--- config.mk ---
export PLATFORM = sky130hd
export DESIGN_NAME = rtt_front
export DESIGN_NICKNAME = d
export VERILOG_FILES = /design/src/rtl/request_tag_tracker_with_timeout_defines.svh /design/src/rtl/rtt_pkg.sv /design/src/rtl/rtt_front.sv
export SDC_FILE = /design/constraint.sdc
export NUM_CORES = 1
export LEC_CHECK = 0
export BUFFER_PORTS_ARGS = -buffer_cell sky130_fd_sc_hd__clkbuf_2
export CORE_MARGIN = 2
export CORE_UTILIZATION = 25
export CTS_CLUSTER_SIZE = 20
export DETAILED_ROUTE_END_ITERATION = 7
export GPL_TIMING_DRIVEN = 0
export SLEW_MARGIN = 20
export SYNTH_ARGS = -nofsm -noshare
export SYNTH_HDL_FRONTEND = slang
export SYNTH_SLANG_ARGS = --single-unit
--- constraint.sdc ---
create_clock -name i_clk -period 7.81 [get_ports i_clk]
set_input_delay 1.562 -clock i_clk [delete_from_list [all_inputs] [get_ports i_clk]]
set_output_delay 1.562 -clock i_clk [all_outputs]
set_load 0.01 [all_outputs]
--- src/rtl/request_tag_tracker_with_timeout_defines.svh ---
// Assertion helpers used by the tracker top level
`ifndef REQUEST_TAG_TRACKER_WITH_TIMEOUT_DEFINES_SVH
`define REQUEST_TAG_TRACKER_WITH_TIMEOUT_DEFINES_SVH

// same-cycle implication, disabled in reset
`define RTT_ASSERT_NOW(lbl, ante, cons, msg) \
    lbl: assert property (@(posedge i_clk) disable iff (!i_rst_n) (ante) |-> (cons)) \
        else $error(msg);

// next-cycle implication, disabled in reset
`define RTT_ASSERT_NEXT(lbl, ante, cons, msg) \
    lbl: assert property (@(posedge i_clk) disable iff (!i_rst_n) (ante) |=> (cons)) \
        else $error(msg);

`endif

--- src/rtl/rtt_pkg.sv ---
package rtt_pkg;

    // time width of stored expiry values
    localparam int RTT_TIME_BITS   = 48;
    localparam int RTT_NUM_TAGS    = 256;
    localparam int RTT_SWEEP_LIMIT = 64;
    localparam int RTT_FOUND_W     = $clog2(RTT_SWEEP_LIMIT + 1);
    localparam logic [15:0] RTT_DFLT_TIMEOUT = 16'd6000;

    // operations
    localparam logic [1:0] OP_REQUEST = 2'd0;
    localparam logic [1:0] OP_RESPONSE = 2'd1;
    localparam logic [1:0] OP_SWEEP = 2'd2;
    localparam logic [1:0] OP_RELEASE = 2'd3;

    // result status codes
    localparam logic [2:0] ST_OK = 3'd0;
    localparam logic [2:0] ST_NO_FREE = 3'd1;
    localparam logic [2:0] ST_NO_MATCH = 3'd2;
    localparam logic [2:0] ST_NOT_BUSY = 3'd3;
    localparam logic [2:0] ST_EXPIRED = 3'd4;

    typedef struct packed {
        logic [1:0]  operation;
        logic [47:0] now_ms;
        logic [7:0]  command;
        logic [15:0] req_timeout;
        logic [7:0]  inst_id;
    } t_item;

    typedef struct packed {
        logic [2:0] status;
        logic [7:0] tag_out;
        logic [7:0] command_out;
        logic       last;
    } t_result;

    // classified item as queued between front and back
    typedef struct packed {
        logic [1:0]               op;
        logic [RTT_TIME_BITS-1:0] now;
        logic [RTT_TIME_BITS-1:0] expiry;
        logic [7:0]               cmd;
        logic [7:0]               id;
    } t_job;

endpackage

--- src/rtl/rtt_front.sv ---
module rtt_front (
    input  logic           i_clk,
    input  logic           i_rst_n,
    input  logic           i_start,
    output logic           o_busy,
    input  rtt_pkg::t_item i_item,
    input  logic           i_cfg_we,
    input  logic [15:0]    i_cfg_data,
    output logic           o_job_valid,
    output rtt_pkg::t_job  o_job,
    input  logic           i_job_pop
);
    import rtt_pkg::*;

    logic [15:0]              r_dflt;
    t_job                     r_q [2];
    logic                     r_wp;
    logic                     r_rp;
    logic [1:0]               r_cnt;
    logic                     push;
    logic                     pop;
    logic [15:0]              iv;
    logic [RTT_TIME_BITS-1:0] now_t;
    logic [RTT_TIME_BITS:0]   sum;
    t_job                     job;

    // default timeout register
    always_ff @(posedge i_clk) begin
        if (!i_rst_n) begin
            r_dflt <= RTT_DFLT_TIMEOUT;
        end else if (i_cfg_we) begin
            r_dflt <= i_cfg_data;
        end
    end

    // classify: mask time, saturating expiry
    always_comb begin
        now_t = RTT_TIME_BITS'(i_item.now_ms);
        iv = (i_item.req_timeout == 16'd0) ? r_dflt : i_item.req_timeout;
        sum = {1'b0, now_t} + (RTT_TIME_BITS + 1)'(iv);
        job.op = i_item.operation;
        job.now = now_t;
        job.expiry = sum[RTT_TIME_BITS] ? '1 : sum[RTT_TIME_BITS-1:0];
        job.cmd = i_item.command;
        job.id = i_item.inst_id;
    end

    assign o_busy = (r_cnt == 2'd2);
    assign push = i_start && !o_busy;
    assign pop = i_job_pop && (r_cnt != 2'd0);
    assign o_job_valid = (r_cnt != 2'd0);
    assign o_job = r_q[r_rp];

    // two-entry queue
    always_ff @(posedge i_clk) begin
        if (!i_rst_n) begin
            r_wp <= 1'b0;
            r_rp <= 1'b0;
            r_cnt <= 2'd0;
        end else begin
            if (push) begin
                r_wp <= ~r_wp;
            end
            if (pop) begin
                r_rp <= ~r_rp;
            end
            r_cnt <= r_cnt + {1'b0, push} - {1'b0, pop};
        end
    end

    always_ff @(posedge i_clk) begin
        if (push) begin
            r_q[r_wp] <= job;
        end
    end

endmodule

==> out/metrics.yaml, run 1 <==
antenna_found_initial: 1
yosysUniqueCellTypes: 62
grt_pass1_vias: 7064
final_cells: 1590
syn_area_sq_um: 11000
rsz0062_at_grt: "false"
cts_buffer_depth: 3
clock-sinks: 249
slowest_delay_ns: 0.52
root_buffer: "clkbuf_16"
maxCapViolations: 0
hold_violations: 0
drive_gt1_frac: 0.413
grt_usage: 0.123
port_buffers: 217
avgSynthCellArea_sq_um: 15.1
fin_util: 0.322
clk_latency_ns: 0.56
syn_inst: 727
cts_setup_buffers: 0
cp.required_ns: 8.10
vias_per_cell: 4.38
p_leak_nw: 5.24
layout_commonest_cell: "edfxtp_1"
synth_enable_flop_cells: 228
r2r_slack_ns: 4.37
hp-class: "register to register"
place_inst: 1536
startpoint_type: "input port"
drt-total-wl_mm: 29.0
ys_async_sr_fraction: 0
worstPathCellList: "clkbuf_2, nor4_1, and4_1, clkbuf_1, clkbuf_1, a21o_1, ha_1, inv_1, fa_1, nand2b_1, a21oi_2, o21ai_2, o31ai_4, nand3_1, nor4_1, mux2_2"
drtPass1Iterations: 4
grt_overflow: 0
ctsHoldBuffers: 0
tightestPinTransition_ns: 0.819
criticalPathCategory: "input port to register"
dieArea_sq_um: 45500
period_needed_ns: 5.76
coreArea_sq_um: 43200
grt_max_degree: 48
area_delta_synth_final_pct: 26.6
synthFlopType: "edfxtp_1"
ys_ff_latch: 249
crit_arrival_ns: 6.05
vias: 6957
maxSlewViolCount: 0
seq_area_frac_synth: 0.663
drc_errors: 0
finClkSkew_ns: 0.0155
globalplace.congestion: 0.766
cts_tree: "done"
cts_resized: 0
io_pins: 219
fmax_ghz: 0.174
hpwl_mm: 21.3
worst-path-buf-inv: 4
numCtsBuffers: 29
wl_per_cell_um: 18.2
yosysWarnings: 0
crit_family: "simple AND/OR/NAND/NOR gates"
antenna_left: 0
powerDensity_nw_per_um2: 288
mostFrequentLayoutCells: "edfxtp_1, clkbuf_2, mux2_2, nand2_1, clkbuf_16"
worst-path-max-fanout: 10
htreeDepth: 1
syn-num-nets: 849
insertedDiodeCount: 0
outcome: "completed"
ir_drop_uv: 148
die_w_um: 213
drtIter0Drc: 371
grt_pass1_wl_mm: 42.1
initial_core_util: 0.254
num_rows: 76
relSlewSlack: 0.449
setup_viol: 0
crit_path_top_delay_cell: "o31ai_4"
endpoint_kind: "register"
fin_crit_sh: 0.737
path_clk_slew_ns: 0.06
num-nets-final: 1104
fp.dieH_um: 213
==> synthesized netlist by cell type, drive strengths merged (2+ instances only) <==
cell type  count  area, sq um
o21a           2         15.0
a21boi         2         15.0
clkbuf        17         83.8
mux2         121         1360
a211oi         4         47.5
nor2b         14         87.6
and3          11         70.1
nand2b         4         25.0
and2           9         57.6
or2            2         12.5
edfxtp       228         6850
a21o          20          151
ha            18          225
o21ai         16         87.6
nand2         57          214
nor4           6         37.5
nor3           6         30.0
buf           12         66.3
dfxtp         21          420
a31oi          7         43.8
nor2          19         73.8
xor2          15          131
xnor2         14          123
a41oi          2         17.5
a21oi         25          129
inv            7         26.3
nand4         15         93.8
mux2i         16          160
nand3         15         75.1
and4           7         65.1
==> path summary, 6_finish.rpt <==
| kind | start | to | depth (start not counted) |
|---|---|---|---|
| worst max-delay path | i_item[18] | r_q[1][62]$_DFFE_PP_ | 16 |
| worst min-delay path | r_dflt[8]$_SDFFE_PN1P_ | r_dflt[8]$_SDFFE_PN1P_ | 2 |
| worst max register to register | r_dflt[0]$_SDFFE_PN0P_ | r_q[1][62]$_DFFE_PP_ | 11 |
| worst min register to register | r_dflt[8]$_SDFFE_PN1P_ | r_dflt[8]$_SDFFE_PN1P_ | 2 |
==> logic make-up (layout without fill, tap and decap cells) <==
group	count (synthesis)	after routing	share of synthesized area
AOI/OAI and AO/OA	88	88	0.0569
xor gates and xnor gates	29	29	0.0232
adders and majority gates	19	19	0.0224
buffers and inverters	36	314	0.0161
DFF	249	249	0.663
muxes	137	137	0.139
and+or+nand+nor	169	169	0.0797
==> worst min-delay path, cell delays in order, from the launching register on <==
cell and delay [ns]:
dfxtp_1 0.33, mux2i_1 0.07, nand2_1 0.06
==> flip-flops by register name, indices dropped and copies added, names as in the netlist, named ones only <==
name / cells
r_q: 228
r_rp: 1
r_dflt: 16
r_cnt: 2
r_wp: 1
==> per-layer routing <==
layer,global-route usage,share of wire
met1,0.157,0.43
met2,0.204,0.47
met3,0.0262,0.065
met4,0.0498,0.033
met5,0,0.00045
==> stage by stage <==
stage                     area (sq um)  power (mW)  worst slack [ns]  hold WS [ns]  TNS [ns]
after floorplan                  11000        2.31             0.816         0.442         0
after global placement           12800        2.73             -2.64         0.463   -301.68
after detailed placement         12900        2.73              1.46         0.468         0
after CTS                        13900        4.08              2.05         0.484         0
after global routing             13900        4.20              1.75         0.508         0
final                            13900        4.00              2.05         0.482         0
==> report_power, final <==
part	switching (mW)	internal, mW	leakage [nW]
clock	0.543	0.779	0.451
combinational	0.563	0.428	2.49
sequential	0.0355	1.65	2.30
total	1.14	2.86	5.24
==> area by class of cell <==
class	instances	area (sq um)
buffer	29	150
clock buffer	33	741
inverter	7	26.3
fill	4357	29300
sequential	249	7270
clock inverter	21	191
multi-input combinational	442	3530
tap	585	732
timing repair buffer	224	1240
No activity file was read; power rests on OpenSTA's default activity.
==> run 2: changes to the inputs <==
- ABC_AREA: unset -> 1
- clock period: 7.81 -> 4.67 ns (I/O delays scaled with it)
==> out/metrics.yaml, run 2 <==
reg.largest.list: "r_q (228), r_dflt (16), r_cnt (2)"
fin_crit_sh: 0.888
place_inst: 1988
tightestPinTransition_ns: 1.10
numCtsBuffers: 30
period_needed_ns: 4.15
vias_per_cell: 4.28
crit_arrival_ns: 3.21
regArea_sq_um: 7270
tns_ns: 0
hold_violations: 0
multi_input_area_sq_um: 4070
fmax_ghz: 0.241
num_rows: 80
final_cells: 2044
drc_errors: 0
vias: 8754
outcome: "completed"
port_buffers: 217
fp.dieH_um: 224
clk_latency_ns: 0.59
root_buffer: "clkbuf_16"
grt_usage: 0.136
dieArea_sq_um: 50000
cts_tree: "done"
drive_gt1_frac: 0.293
io_pins: 219
layout_commonest_cell: "nand2_1"
p_leak_nw: 6.55
initial_core_util: 0.253
maxSlewViolCount: 0
area_delta_synth_final_pct: 25.3
criticalPathCategory: "register to primary output"
coreArea_sq_um: 47600
num-nets-final: 1527
synth_top_area_share: 0.568
ys_top_cells_by_area: "edfxtp_1, mux2_2, nand2_1, inv_1, nand3_1"
htreeDepth: 1
syn-num-nets: 1268
regMostFlops: "r_q"
grt_pass1_wl_mm: 51.3
seq_area_frac_synth: 0.603
ys_ff_latch: 249
drtIter0Drc: 398
syn_area_sq_um: 12100
antenna_found_initial: 4
die_w_um: 224
cts_setup_buffers: 0
endpoint_kind: "primary output"
yosysUniqueCellTypes: 30
globalplace.congestion: 0.896
yosysTopAreaCell: "edfxtp_1"
worstHoldStart: "r_dflt[12]$_SDFFE_PN1P_"
hp-class: "register to register"
drtPass1Iterations: 5
hpwl_mm: 26.9
powerDensity_nw_per_um2: 458
path_clk_slew_ns: 0.06
grt_overflow: 0
cts_buffer_depth: 3
worst-path-max-fanout: 10
largest_reg_flops: 228
relSlewSlack: 0.268
maxCapViolations: 0
nFillCells: 4872
synth_enable_flop_cells: 228
ys_top_cells_by_count: "nand2_1, edfxtp_1, inv_1"
yosysWarnings: 0
wl_per_cell_um: 16.8
mostFrequentLayoutCells: "nand2_1, edfxtp_1, clkbuf_2, inv_1, mux2_2"
ys_async_sr_fraction: 0
drt-total-wl_mm: 34.4
antenna_left: 0
avgSynthCellArea_sq_um: 10.5
setup_viol: 0
synthMostInstantiatedCell: "nand2_1"
grt_max_degree: 26
syn_inst: 1146
r2r-start: "r_dflt[0]$_SDFFE_PN0P_"
finClkSkew_ns: 0.0272
startpoint_type: "register"
cp.required_ns: 3.74
synthFlopType: "edfxtp_1"
clock-sinks: 249
ir_drop_uv: 270
grt_pass1_vias: 8944
rsz0062_at_grt: "false"
## run 2: cell types whose count changed after synthesis, sizes merged, moves of 18 or more
cell and change:
inv +163, nand3 +89, nand2 +254, a21o -20
nor2 +72, a21oi -18
## run 2: worst max-delay path, cell delays in order (launching register included)
cell and delay (ns):
dfxtp_1 0.41, clkbuf_1 0.33, clkbuf_1 0.86, buf_2 0.48
mux2_2 0.42, clkbuf_2 0.14
## run 2: per-layer routing
| layer | up-vias | routed length [um] | track usage |
|---|---|---|---|
| met5 | - | 0 | 0 |
| met4 | 0 | 904 | 0.0415 |
| met3 | 50 | 1490 | 0.0230 |
| met2 | 215 | 16100 | 0.233 |
| met1 | 4125 | 15900 | 0.175 |
| li1 | 4364 | - | - |
## run 2: path summary, 6_finish.rpt
| kind | slack [ns] | end | cells past startpoint |
|---|---|---|---|
| worst max-delay path | 0.52 | o_job[82] | 5 |
| worst min-delay path | 0.46 | r_dflt[12]$_SDFFE_PN1P_ | 2 |
| worst max register to register | 1.81 | r_q[1][58]$_DFFE_PP_ | 14 |
| worst min register to register | 0.46 | r_dflt[12]$_SDFFE_PN1P_ | 2 |
## run 2: timing repair
action,4_1_cts,5_1_grt
endpoints found under the setup margin,0,4
resized for setup,0,1
hold buffers,0,0
## run 2: per-stage QoR
stage / utilization / power (mW) / hold WS (ns) / setup WS [ns] / instance area (sq um)
floorplan: - / 4.01 / 0.426 / -1.79 / 12100
global placement: 0.292 / 4.76 / 0.436 / -5.20 / 13900
detailed placement: 0.297 / 4.77 / 0.445 / -0.304 / 14100
CTS: 0.317 / 7.05 / 0.459 / 0.295 / 15100
global route: 0.317 / 7.27 / 0.487 / 0.224 / 15100
finish: 0.317 / 6.92 / 0.459 / 0.525 / 15100
## run 2: report_power, final
part / internal, mW / leakage [nW] / switching [mW]
clock: 1.29 / 0.456 / 0.941
combinational: 0.743 / 3.79 / 1.04
sequential: 2.83 / 2.30 / 0.0758
total: 4.86 / 6.55 / 2.05
## run 2: cells by family (layout without fill, tap and decap cells)
family          count (synthesis)  after routing  synth area share
fa+ha+maj                      19             19            0.0203
xor+xnor                       13             13           0.00944
simple gates                  537            537             0.190
mux                           114            114             0.106
other cells                     0              4                 0
compound gates                 23             23           0.00975
buf+inv                       191            470            0.0614
flops                         249            249             0.603
## run 2: area by class of cell
class | count | area share
Antenna cell | 4 | 0.000662
Inverter | 170 | 0.0422
Clock inverter | 20 | 0.0126
Multi-Input combinational cell | 706 | 0.270
Sequential cell | 249 | 0.481
Clock buffer | 32 | 0.0502
Buffer | 21 | 0.00679
Tap cell | 615 | 0.0509
Timing Repair Buffer | 227 | 0.0861
==> run 3: changes to the inputs <==
- CORE_MARGIN: 2 -> unset
==> out/metrics.yaml, run 3 (synthesis results as in run 2) <==
outcome: "completed"
globalplace.congestion: 0.878
maxCapViolations: 0
relSlewSlack: 0.308
root_buffer: "clkbuf_16"
reg.largest.list: "r_q (228), r_dflt (16), r_cnt (2)"
io_pins: 219
ir_drop_uv: 261
dieArea_sq_um: 49100
multi_input_area_sq_um: 4070
clk_latency_ns: 0.58
p_leak_nw: 6.54
hpwl_mm: 27.4
num_rows: 80
grt_overflow: 0
hold_violations: 0
grt_max_degree: 25
antenna_left: 0
wl_met2_mm: 16.1
largest_reg_flops: 228
rsz0062_at_grt: "false"
drtPass1Iterations: 5
top_layer_used: "met4"
period_needed_ns: 4.08
hold_slack_ns: 0.458
drive_gt1_frac: 0.291
antenna_found_initial: 1
htreeDepth: 1
coreArea_sq_um: 47600
crit_arrival_ns: 4.49
clock-sinks: 249
area_delta_synth_final_pct: 24.9
setup_viol: 0
worst-path-max-fanout: 10
powerDensity_nw_per_um2: 455
finClkSkew_ns: 0.0110
fmax_ghz: 0.245
num-nets-final: 1526
fp.dieH_um: 222
tightestPinTransition_ns: 1.04
tns_ns: 0
fin_util: 0.316
numCtsBuffers: 29
cts_buffer_depth: 3
path_clk_slew_ns: 0.06
die_w_um: 222
wl_per_cell_um: 17.1
hp-class: "register to register"
route.met3.wl_mm: 1.67
vias: 8685
endpoint_kind: "register"
regArea_sq_um: 7270
port_buffers: 217
cp.required_ns: 5.07
power.total_mw: 6.86
initial_core_util: 0.253
nFillCells: 4937
regMostFlops: "r_q"
drt-total-wl_mm: 34.8
ctsHoldBuffers: 0
maxSlewViolCount: 0
drc_errors: 0
layout_commonest_cell: "nand2_1"
mostFrequentLayoutCells: "nand2_1, edfxtp_1, clkbuf_2, inv_1, mux2_2"
grt_pass1_wl_mm: 53.0
criticalPathCategory: "input port to register"
wirelength_met1_mm: 16.0
fin_crit_sh: 0.875
startpoint_type: "input port"
grt_usage: 0.142
vias_per_cell: 4.26
drtIter0Drc: 461
cts_tree: "done"
grt_pass1_vias: 8961
-- run 3: changes by cell type in the layout (fill, tap and decap cells not counted), moves of 2 or more --
| cell | before | now |
|---|---|---|
| clkinv_1 | 7 | 5 |
| clkbuf_1 | 9 | 13 |
| diode_2 | 4 | 1 |
| clkinv_4 | 3 | 1 |
-- run 3: cell type report --
type                    count  area share
repair buffers            227      0.0869
plain buffers              21     0.00681
clock buffers              35      0.0497
clock inverters            16      0.0103
diodes                      1    0.000166
well taps                 615      0.0511
multi-input cells         706       0.270
flip-flops and latches    249       0.482
inverters                 170      0.0424
-- run 3: per-layer routing --
layer	vias to the layer above	track usage
met5	-	0
met4	0	0.0466
met3	53	0.0270
met2	215	0.235
met1	4064	0.186
li1	4353	-
-- run 3: worst paths after layout --
check / startpoint / to / slack (ns) / depth (start not counted)
setup / recovery: i_item[21] / r_q[0][57]$_DFFE_PP_ / 0.59 / 21
hold / removal: r_rp$_SDFFE_PN0P_ / r_rp$_SDFFE_PN0P_ / 0.46 / 1
setup reg to reg: r_dflt[0]$_SDFFE_PN0P_ / r_q[0][57]$_DFFE_PP_ / 1.75 / 14
hold reg to reg: r_rp$_SDFFE_PN0P_ / r_rp$_SDFFE_PN0P_ / 0.46 / 1
-- run 3: timing repair --
| action | 4_1_cts | 5_1_grt |
|---|---|---|
| endpoints found under the setup margin | 0 | 4 |
| gates resized for setup | 0 | 1 |
| endpoints found under the hold margin | 0 | 0 |
| setup buffers | 0 | 0 |
-- run 3: worst max-delay path, cell delays in order --
cell	delay (ns)
clkbuf_2	0.08
inv_1	0.07
nand4_1	0.15
nor2_1	0.15
nand3_1	0.08
inv_1	0.17
clkbuf_1	0.36
nand2_1	0.14
nand2_1	0.11
ha_1	0.22
inv_1	0.07
fa_1	0.40
inv_1	0.11
nand3_1	0.07
nand3_1	0.19
nand2_1	0.07
nand3_1	0.20
nand2_1	0.10
nand2_1	0.19
nand3_2	0.32
nand3_1	0.28
-- run 3: stage by stage --
stage                     instances  instance area (sq um)  setup WS, ns
after floorplan                1146                  12100         -1.79
after global placement         1978                  13900         -5.18
after detailed placement       1988                  14200        -0.337
after CTS                      2039                  15100         0.284
after global routing           2039                  15100         0.241
final                          2040                  15100         0.585
-- run 3: power by group --
group          switching, mW  internal, mW
Sequential            0.0737          2.83
Clock                  0.927          1.25
Combinational           1.03         0.745
Total                   2.03          4.83
